**config.mk**
```make
export PLATFORM = sky130hd
export DESIGN_NAME = unsorted_array_list_table
export DESIGN_NICKNAME = d
export VERILOG_FILES = /design/src/hw/rtl/uala_pkg.sv /design/src/hw/rtl/uala_cell.sv /design/src/hw/rtl/unsorted_array_list_table.sv
export SDC_FILE = /design/constraint.sdc
export NUM_CORES = 2
export LEC_CHECK = 0
export ABC_CLOCK_PERIOD_IN_PS = 8100
export BUFFER_PORTS_ARGS = -buffer_cell sky130_fd_sc_hd__buf_2
export CAP_MARGIN = 20
export CORE_MARGIN = 5
export CORE_UTILIZATION = 40
export DETAILED_ROUTE_END_ITERATION = 12
export GPL_TIMING_DRIVEN = 0
export HOLD_SLACK_MARGIN = 0.1
export MAX_ROUTING_LAYER = met4
export PLACE_DENSITY = 0.56
export SYNTH_ARGS = -nofsm -noshare
export SYNTH_HDL_FRONTEND = slang
export SYNTH_HIERARCHICAL = 1
export SYNTH_SLANG_ARGS = --single-unit
```
**constraint.sdc**
```tcl
create_clock -name clk -period 8.1 [get_ports clk]
set_input_delay 2.025 -clock clk [delete_from_list [all_inputs] [get_ports clk]]
set_output_delay 2.025 -clock clk [all_outputs]
set_load 0.005 [all_outputs]
```
**src/hw/rtl/uala_pkg.sv**
```systemverilog
// Shared types and codes for the unsorted word table.
package uala_pkg;

    localparam logic [2:0] MODE_PUT          = 3'd0;
    localparam logic [2:0] MODE_FIND         = 3'd1;
    localparam logic [2:0] MODE_DELETE       = 3'd2;
    localparam logic [2:0] MODE_NEXT         = 3'd3;
    localparam logic [2:0] MODE_RESET_CURSOR = 3'd4;
    localparam logic [2:0] MODE_CLEAR        = 3'd5;

    localparam logic [1:0] STATUS_OK        = 2'd0;
    localparam logic [1:0] STATUS_FULL      = 2'd1;
    localparam logic [1:0] STATUS_NOT_FOUND = 2'd2;
    localparam logic [1:0] STATUS_END       = 2'd3;

    typedef enum logic [1:0] {
        ST_IDLE,
        ST_SCAN,
        ST_MOVE,
        ST_REPLY
    } state_t;

    typedef struct packed {
        logic [2:0]  mode;
        logic [31:0] item_value;
    } req_t;

    typedef struct packed {
        logic [1:0]  status;
        logic [31:0] result_value;
        logic [6:0]  entry_count;
        logic        is_full;
    } rsp_t;

endpackage

```
**src/hw/rtl/uala_cell.sv**
```systemverilog
// One storage cell of the entry ring: loads a word or takes its neighbour's word.
module uala_cell #(
    parameter int DATA_WIDTH = 32
) (
    input  logic                  clk,
    input  logic                  shift,
    input  logic                  load,
    input  logic [DATA_WIDTH-1:0] din,
    input  logic [DATA_WIDTH-1:0] wval,
    output logic [DATA_WIDTH-1:0] q
);

    logic [DATA_WIDTH-1:0] word_reg;
    logic [DATA_WIDTH-1:0] word_next;

    always_comb
    begin
        word_next = word_reg;
        if (load)
        begin
            word_next = wval;
        end
        else if (shift)
        begin
            word_next = din;
        end
    end

    always_ff @(posedge clk)
    begin
        word_reg <= word_next;
    end

    assign q = word_reg;

endmodule

```
**src/hw/rtl/unsorted_array_list_table.sv**
```systemverilog
// Unsorted word table built as a rotating ring of storage cells.
//
// Requests arrive on req (req_valid / req_stall), one result per request
// leaves on rsp (rsp_valid / rsp_stall). An item is taken when valid is high
// and stall is low. One request is worked on at a time; req_stall is high
// from acceptance until the result has moved into the output register.
//
// Put, reset cursor, clear, unused codes and a next at end of list need no
// pass over the ring and go from idle straight to the reply state. Find and
// next rotate the ring once through the head cell in the scan state. Delete
// scans likewise and, only when it finds a match, rotates a second time in
// the move state to drop the last entry into the hole as it passes the head.
// The ring rotates one entry past the head per cycle.
//
// Reset clears count, cursor and handshake state; entry words are not reset.
// A stalled result sits in the output register; a finished request waits for
// that register to free up, and the input stays stalled meanwhile.
module unsorted_array_list_table #(
    parameter int CAPACITY   = 64,
    parameter int DATA_WIDTH = 32
) (
    input  logic          clk,
    input  logic          rst_n,
    input  logic          req_valid,
    output logic          req_stall,
    input  uala_pkg::req_t req,
    output logic          rsp_valid,
    input  logic          rsp_stall,
    output uala_pkg::rsp_t rsp
);

    localparam int IDX_W = $clog2(CAPACITY);
    localparam int CNT_W = $clog2(CAPACITY + 1);
    localparam logic [IDX_W-1:0] LAST_STEP = IDX_W'(CAPACITY - 1);
    localparam logic [CNT_W-1:0] FULL_COUNT = CNT_W'(CAPACITY);

    uala_pkg::state_t state_reg, state_next;

    logic [2:0]            op_reg, op_next;
    logic [DATA_WIDTH-1:0] key_reg, key_next;
    logic [IDX_W-1:0]      step_reg, step_next;
    logic                  hit_reg, hit_next;
    logic [IDX_W-1:0]      hit_idx_reg, hit_idx_next;
    logic [DATA_WIDTH-1:0] last_reg, last_next;
    logic [DATA_WIDTH-1:0] grab_reg, grab_next;
    logic [CNT_W-1:0]      count_reg, count_next;
    logic [CNT_W-1:0]      cursor_reg, cursor_next;
    logic [1:0]            status_reg, status_next;
    logic [DATA_WIDTH-1:0] value_reg, value_next;
    uala_pkg::rsp_t        rsp_reg, rsp_next;
    logic                  rsp_valid_reg, rsp_valid_next;

    logic [DATA_WIDTH-1:0] cell_q [CAPACITY];
    logic [DATA_WIDTH-1:0] head;
    logic [DATA_WIDTH-1:0] tail_din;
    logic [DATA_WIDTH-1:0] req_word;
    logic                  ring_shift;
    logic                  put_load;
    logic                  accept;
    logic                  out_free;
    logic                  step_last;
    logic                  in_range;
    logic                  match_now;
    logic                  hit_now;
    logic [IDX_W-1:0]      hit_idx_now;
    logic [DATA_WIDTH-1:0] grab_now;
    logic                  cursor_end;

    assign accept     = req_valid && !req_stall;
    assign req_stall  = (state_reg != uala_pkg::ST_IDLE);
    assign out_free   = !rsp_valid_reg || !rsp_stall;
    assign req_word   = DATA_WIDTH'(req.item_value);
    assign head       = cell_q[0];
    assign step_last  = (step_reg == LAST_STEP);
    assign in_range   = (CNT_W'(step_reg) < count_reg);
    assign match_now  = in_range && (head == key_reg);
    assign hit_now    = hit_reg || match_now;
    assign hit_idx_now = hit_reg ? hit_idx_reg : step_reg;
    assign grab_now   = (CNT_W'(step_reg) == cursor_reg) ? head : grab_reg;
    assign cursor_end = (cursor_reg >= count_reg);
    assign ring_shift = (state_reg == uala_pkg::ST_SCAN) || (state_reg == uala_pkg::ST_MOVE);
    assign put_load   = accept && (req.mode == uala_pkg::MODE_PUT) && (count_reg < FULL_COUNT);

    // Second pass of a delete drops the last entry into the hole as it wraps.
    assign tail_din = ((state_reg == uala_pkg::ST_MOVE) && (step_reg == hit_idx_reg))
                      ? last_reg : head;

    for (genvar i = 0; i < CAPACITY; i++)
    begin : g_cell
        logic [DATA_WIDTH-1:0] din;
        if (i == CAPACITY - 1)
        begin : g_tail
            assign din = tail_din;
        end
        else
        begin : g_body
            assign din = cell_q[i+1];
        end

        uala_cell #(
            .DATA_WIDTH(DATA_WIDTH)
        ) u_cell (
            .clk  (clk),
            .shift(ring_shift),
            .load (put_load && (count_reg[IDX_W-1:0] == IDX_W'(i))),
            .din  (din),
            .wval (key_next),
            .q    (cell_q[i])
        );
    end

    // Next state
    always_comb
    begin
        state_next = state_reg;
        case (state_reg)
            uala_pkg::ST_IDLE:
            begin
                if (accept)
                begin
                    if ((req.mode == uala_pkg::MODE_FIND) || (req.mode == uala_pkg::MODE_DELETE)
                        || ((req.mode == uala_pkg::MODE_NEXT) && !cursor_end))
                    begin
                        state_next = uala_pkg::ST_SCAN;
                    end
                    else
                    begin
                        state_next = uala_pkg::ST_REPLY;
                    end
                end
            end
            uala_pkg::ST_SCAN:
            begin
                if (step_last)
                begin
                    if ((op_reg == uala_pkg::MODE_DELETE) && hit_now)
                    begin
                        state_next = uala_pkg::ST_MOVE;
                    end
                    else
                    begin
                        state_next = uala_pkg::ST_REPLY;
                    end
                end
            end
            uala_pkg::ST_MOVE:
            begin
                if (step_last)
                begin
                    state_next = uala_pkg::ST_REPLY;
                end
            end
            uala_pkg::ST_REPLY:
            begin
                if (out_free)
                begin
                    state_next = uala_pkg::ST_IDLE;
                end
            end
            default:
            begin
                state_next = uala_pkg::ST_IDLE;
            end
        endcase
    end

    // Datapath and outputs
    always_comb
    begin
        op_next        = op_reg;
        key_next       = key_reg;
        step_next      = step_reg;
        hit_next       = hit_reg;
        hit_idx_next   = hit_idx_reg;
        last_next      = last_reg;
        grab_next      = grab_reg;
        count_next     = count_reg;
        cursor_next    = cursor_reg;
        status_next    = status_reg;
        value_next     = value_reg;
        rsp_next       = rsp_reg;
        rsp_valid_next = rsp_valid_reg;

        if (rsp_valid_reg && !rsp_stall)
        begin
            rsp_valid_next = 1'b0;
        end

        case (state_reg)
            uala_pkg::ST_IDLE:
            begin
                if (accept)
                begin
                    op_next     = req.mode;
                    key_next    = req_word;
                    step_next   = '0;
                    hit_next    = 1'b0;
                    status_next = uala_pkg::STATUS_OK;
                    value_next  = '0;
                    case (req.mode)
                        uala_pkg::MODE_PUT:
                        begin
                            if (count_reg < FULL_COUNT)
                            begin
                                count_next = count_reg + 1'b1;
                            end
                            else
                            begin
                                status_next = uala_pkg::STATUS_FULL;
                            end
                        end
                        uala_pkg::MODE_NEXT:
                        begin
                            if (cursor_end)
                            begin
                                status_next = uala_pkg::STATUS_END;
                            end
                        end
                        uala_pkg::MODE_RESET_CURSOR:
                        begin
                            cursor_next = '0;
                        end
                        uala_pkg::MODE_CLEAR:
                        begin
                            count_next = '0;
                        end
                        default:
                        begin
                        end
                    endcase
                end
            end
            uala_pkg::ST_SCAN:
            begin
                hit_next     = hit_now;
                hit_idx_next = hit_idx_now;
                grab_next    = grab_now;
                if (CNT_W'(step_reg) == count_reg - 1'b1)
                begin
                    last_next = head;
                end
                step_next = step_last ? '0 : step_reg + 1'b1;
                if (step_last)
                begin
                    case (op_reg)
                        uala_pkg::MODE_NEXT:
                        begin
                            value_next  = grab_now;
                            cursor_next = cursor_reg + 1'b1;
                        end
                        default:
                        begin
                            if (hit_now)
                            begin
                                value_next = key_reg;
                            end
                            else
                            begin
                                status_next = uala_pkg::STATUS_NOT_FOUND;
                            end
                        end
                    endcase
                end
            end
            uala_pkg::ST_MOVE:
            begin
                step_next = step_last ? '0 : step_reg + 1'b1;
                if (step_last)
                begin
                    count_next = count_reg - 1'b1;
                end
            end
            uala_pkg::ST_REPLY:
            begin
                if (out_free)
                begin
                    rsp_next.status       = status_reg;
                    rsp_next.result_value = 32'(value_reg);
                    rsp_next.entry_count  = 7'(count_reg);
                    rsp_next.is_full      = (count_reg == FULL_COUNT);
                    rsp_valid_next        = 1'b1;
                end
            end
            default:
            begin
            end
        endcase
    end

    always_ff @(posedge clk or negedge rst_n)
    begin
        if (!rst_n)
        begin
            state_reg     <= uala_pkg::ST_IDLE;
            count_reg     <= '0;
            cursor_reg    <= '0;
            step_reg      <= '0;
            hit_reg       <= 1'b0;
            rsp_valid_reg <= 1'b0;
        end
        else
        begin
            state_reg     <= state_next;
            count_reg     <= count_next;
            cursor_reg    <= cursor_next;
            step_reg      <= step_next;
            hit_reg       <= hit_next;
            rsp_valid_reg <= rsp_valid_next;
        end
    end

    always_ff @(posedge clk)
    begin
        op_reg      <= op_next;
        key_reg     <= key_next;
        hit_idx_reg <= hit_idx_next;
        last_reg    <= last_next;
        grab_reg    <= grab_next;
        status_reg  <= status_next;
        value_reg   <= value_next;
        rsp_reg     <= rsp_next;
    end

    assign rsp_valid = rsp_valid_reg;
    assign rsp       = rsp_reg;

    assert property (@(posedge clk) disable iff (!rst_n)
        count_reg <= FULL_COUNT)
        else $error("entry count beyond capacity");

    assert property (@(posedge clk) disable iff (!rst_n)
        cursor_reg <= FULL_COUNT)
        else $error("read cursor beyond capacity");

    assert property (@(posedge clk) disable iff (!rst_n)
        (state_reg == uala_pkg::ST_SCAN) && step_last |=> (state_reg != uala_pkg::ST_SCAN))
        else $error("scan did not end after one revolution");

    assert property (@(posedge clk) disable iff (!rst_n)
        (state_reg == uala_pkg::ST_MOVE) |-> hit_reg && (count_reg != '0))
        else $error("move pass without a matching entry");

    assert property (@(posedge clk) disable iff (!rst_n)
        ring_shift |-> (step_reg != '0) || $past(state_reg) != state_reg
                       || (state_reg == uala_pkg::ST_SCAN) || (state_reg == uala_pkg::ST_MOVE))
        else $error("ring rotating outside a pass");

endmodule

```
==> results.toml <==
[outcome]
outcome = "finished, final reports clean"

[cts]
clock_tree_from_tritoncts = "done"
cts-buffers-inserted = 245
clk_root_buffer_cell = "clkbuf_16"
clock_sinks = 2253
gates_resized_cts_repair = 0
clock_insertion_delay_worst_skew_ns = 0.90
cts_max_level = 4
worst_setup_hold_path_clk_slew_ns = 0.06
clk_path_buf_depth = 4
cts_hold_buffers = 0
cts_setup_buffers = 0

[sta]
timing.setup.tns_ns = 0
layout_worst_path_cycle_share = 0.689
finalSetupViolCount = 0
setup_repair_after_global_routing_missed_its_margin = "false"
max_slew_margin = 0.210
hold_violations = 0
tightest_slew_ns = 1.17
final_critical_path_setup_slack_ns = 2.52
fin_worst_skew_ns = 0.0841
max_clock_freq_ghz = 0.179
drv_slew = 0
final_period_minus_worst_setup_slack_ns = 5.58
finalHoldWorstSlack_ns = 0.418

[critical_path]
critical_path_cell_sequence = "buf_2 > nand2_1 > clkbuf_1 > nor4b_1 > and2_1 > nand2_1 > nor2_1 > buf_6 > buf_12 > or2_1 > buf_16"
worstPathMaxFanout = 17
timing.critical_path.arrival_ns = 6.11
biggest_cell_delay_along_the_critical_path_ns = 1.05
cp_top_family = "simple AND/OR/NAND/NOR gates"
critPathKind = "in2reg"
cp_data_required_time_ns = 8.63
critical_path.endpoint_type = "register"
cp_num_buf_inv = 5
crit_path_top_delay_cell = "nor4b_1"
startpoint_type = "input pin"
crit_path_frequent_cell = "nand2_1"

[floorplan]
floorplan.die_area_um2 = 276000
die-height_um = 526
placement_rows = 189
boundaryPins = 83
initial_core_util = 0.401
die_x_um = 526
core_area_um2 = 265000

[yosys]
ys_seq_elements = 2253
synth.top_cells.by_area = "edfxtp_1, mux2_4, buf_12"
synth.cells.most_frequent = "edfxtp_1, mux2_4, mux2_2, buf_12, nor2_1"
ys.warnings.count = 6
syn-num-nets = 5303
synth_flop_cell = "edfxtp_1"
synthesis.area_um2 = 106000
synth.top_cell.area_share = 0.620
seq_area_frac_synth = 0.632
syn_inst = 5240
synth_cell_type_count = 65
async_reset_ff_frac = 0.0107
synthMostInstantiatedCell = "edfxtp_1"
synthesis.area_per_instance_um2 = 20.3
synthDominantAreaCellType = "edfxtp_1"
synth_enable_flop_cells = 2197

[final_layout]
area_growth_syn_to_fin_pct = 13.8
final_layout_size_suffix_gt1_frac = 0.501
largest_register_ff_count = 2048
layout.filler_cells = 22200
nets = 5722

[power_and_ir_drop]
vdd_ir_drop_max_v = 0.000411
power.share.switching = 0.303
power_frac_seq = 0.461
leakage_power_total_nw = 44.4
pwr_dens_nw_per_um2 = 451
post_layout_total_power_mw = 54.6
power.clock.fraction = 0.193
combinationalPowerShare = 0.346
cellInternalPower_mw = 38.1
power.net_switching_mw = 16.6

[grt]
grt_start_max_net_pins = 66
grt.total_usage = 0.157
grt_pass1_wl_um = 326000
first_global_vias = 50100
globalRoute.totalOverflow = 0
grt_antenna_before_repair = 1

[route]
drtAntennaViolNets = 0
drc_violation_count_after_routing = 0
drt_iter0_drc = 3177
route.detailed.vias_per_inst = 5.06
first_pass_iters = 7
finalWirelength_um = 219000
routed-via-count = 47500
post_drt_wl_per_cell_um = 23.3

[place]
place_worst_setup_slack_ns = 1.78
placement.io_buffers = 82
dp_hpwl_um = 147000
finalWeightedCongestion = 0.856

[run]
maxCapViolations = 0

[min_path]
hold_class = "reg2reg"
-- power groups by stage --
stage | combinational (mW) | sequential [mW] | clock [mW]
2_1_floorplan | 12.3 | 24.4 | 0
3_3_place_gp | 16.7 | 25.7 | 0
3_5_place_dp | 19.0 | 25.3 | 0
4_1_cts | 19.2 | 25.3 | 10.9
5_1_grt | 20.1 | 25.7 | 11.4
6_report | 18.9 | 25.2 | 10.5
-- routing by layer --
| layer | vias up | wire length [um] | global-route usage |
|---|---|---|---|
| li1 | 21200 | - | - |
| met1 | 25000 | 102000 | 0.214 |
| met5 | - | 0 | - |
| met3 | 307 | 10000 | 0.0236 |
| met4 | 0 | 4130 | 0.0332 |
| met2 | 1012 | 103000 | 0.252 |
-- cell type report --
cell class | instances | area, um^2 | area share
multi-input cells | 2666 | 34500 | 0.285
plain buffers | 302 | 4790 | 0.0395
clock buffers | 304 | 6460 | 0.0533
diodes | 1 | 2.50 | 0.0000207
flip-flops and latches | 2253 | 67200 | 0.555
well taps | 3533 | 4420 | 0.0365
inverters | 19 | 71.3 | 0.000589
clock inverters | 134 | 1040 | 0.00863
repair buffers | 172 | 2650 | 0.0219
-- kinds of logic (layout without fill, tap and decap cells) --
logic type / Yosys count / in the layout / synth area share
buffers and inverters: 321 / 931 / 0.0457
DFF: 2253 / 2253 / 0.632
AOI/OAI and AO/OA: 83 / 83 / 0.00534
and+or+nand+nor: 355 / 355 / 0.0159
xor gates and xnor gates: 54 / 54 / 0.00445
muxes: 2150 / 2150 / 0.294
adders and majority gates: 24 / 24 / 0.00282
other: 0 / 1 / 0
-- path summary, 6_finish.rpt --
kind	startpoint	to	slack [ns]	depth (start not counted)
setup / recovery	req_valid	g_cell[48].u_cell/q[12]	2.52	11
hold / removal	value_reg[23]	rsp[31]	0.42	0
setup reg to reg	state_reg[0]	g_cell[48].u_cell/q[12]	2.88	13
hold reg to reg	value_reg[23]	rsp[31]	0.42	0
max in group asynchronous	rst_n	count_reg[2]	6.48	1
min in group asynchronous	rst_n	rsp_valid	1.17	1
-- worst register-to-register path, delay by kind of cell (launching register included) --
kind,cells,cell delay [ns]
AND/OR/NAND/NOR,6,2.96
buffers and inverters,6,1.30
adder cells (fa/ha/maj),1,0.14
flip-flops,1,0.46
-- through the flow --
step / area (um^2) / utilization / std cells
after floorplan: 106000 / - / 5240
after global placement: 111000 / 0.420 / 8855
after detailed placement: 114000 / 0.429 / 8944
after CTS: 121000 / 0.457 / 9382
after global routing: 121000 / 0.457 / 9384
final: 121000 / 0.457 / 9384
-- layout by cell type (no fill, tap or decap), types with 7 or more instances in the layout --
master	n
buf_16	71
buf_6	70
clkbuf_1	82
buf_12	202
dfxtp_1	32
mux2_2	227
clkinv_1	66
bufinv_16	14
nand4_1	7
nor2_1	152
edfxtp_1	2197
or2_1	52
xnor2_1	16
nand3_1	13
nor3_1	41
clkinv_2	38
a21oi_1	20
mux2_4	1918
xor2_1	38
clkbuf_16	248
inv_1	17
nand2_1	46
nor4_1	8
or2_2	14
buf_2	91
dfrtp_1	24
o21ai_0	16
ha_1	22
(Power assumes the default switching activity.)
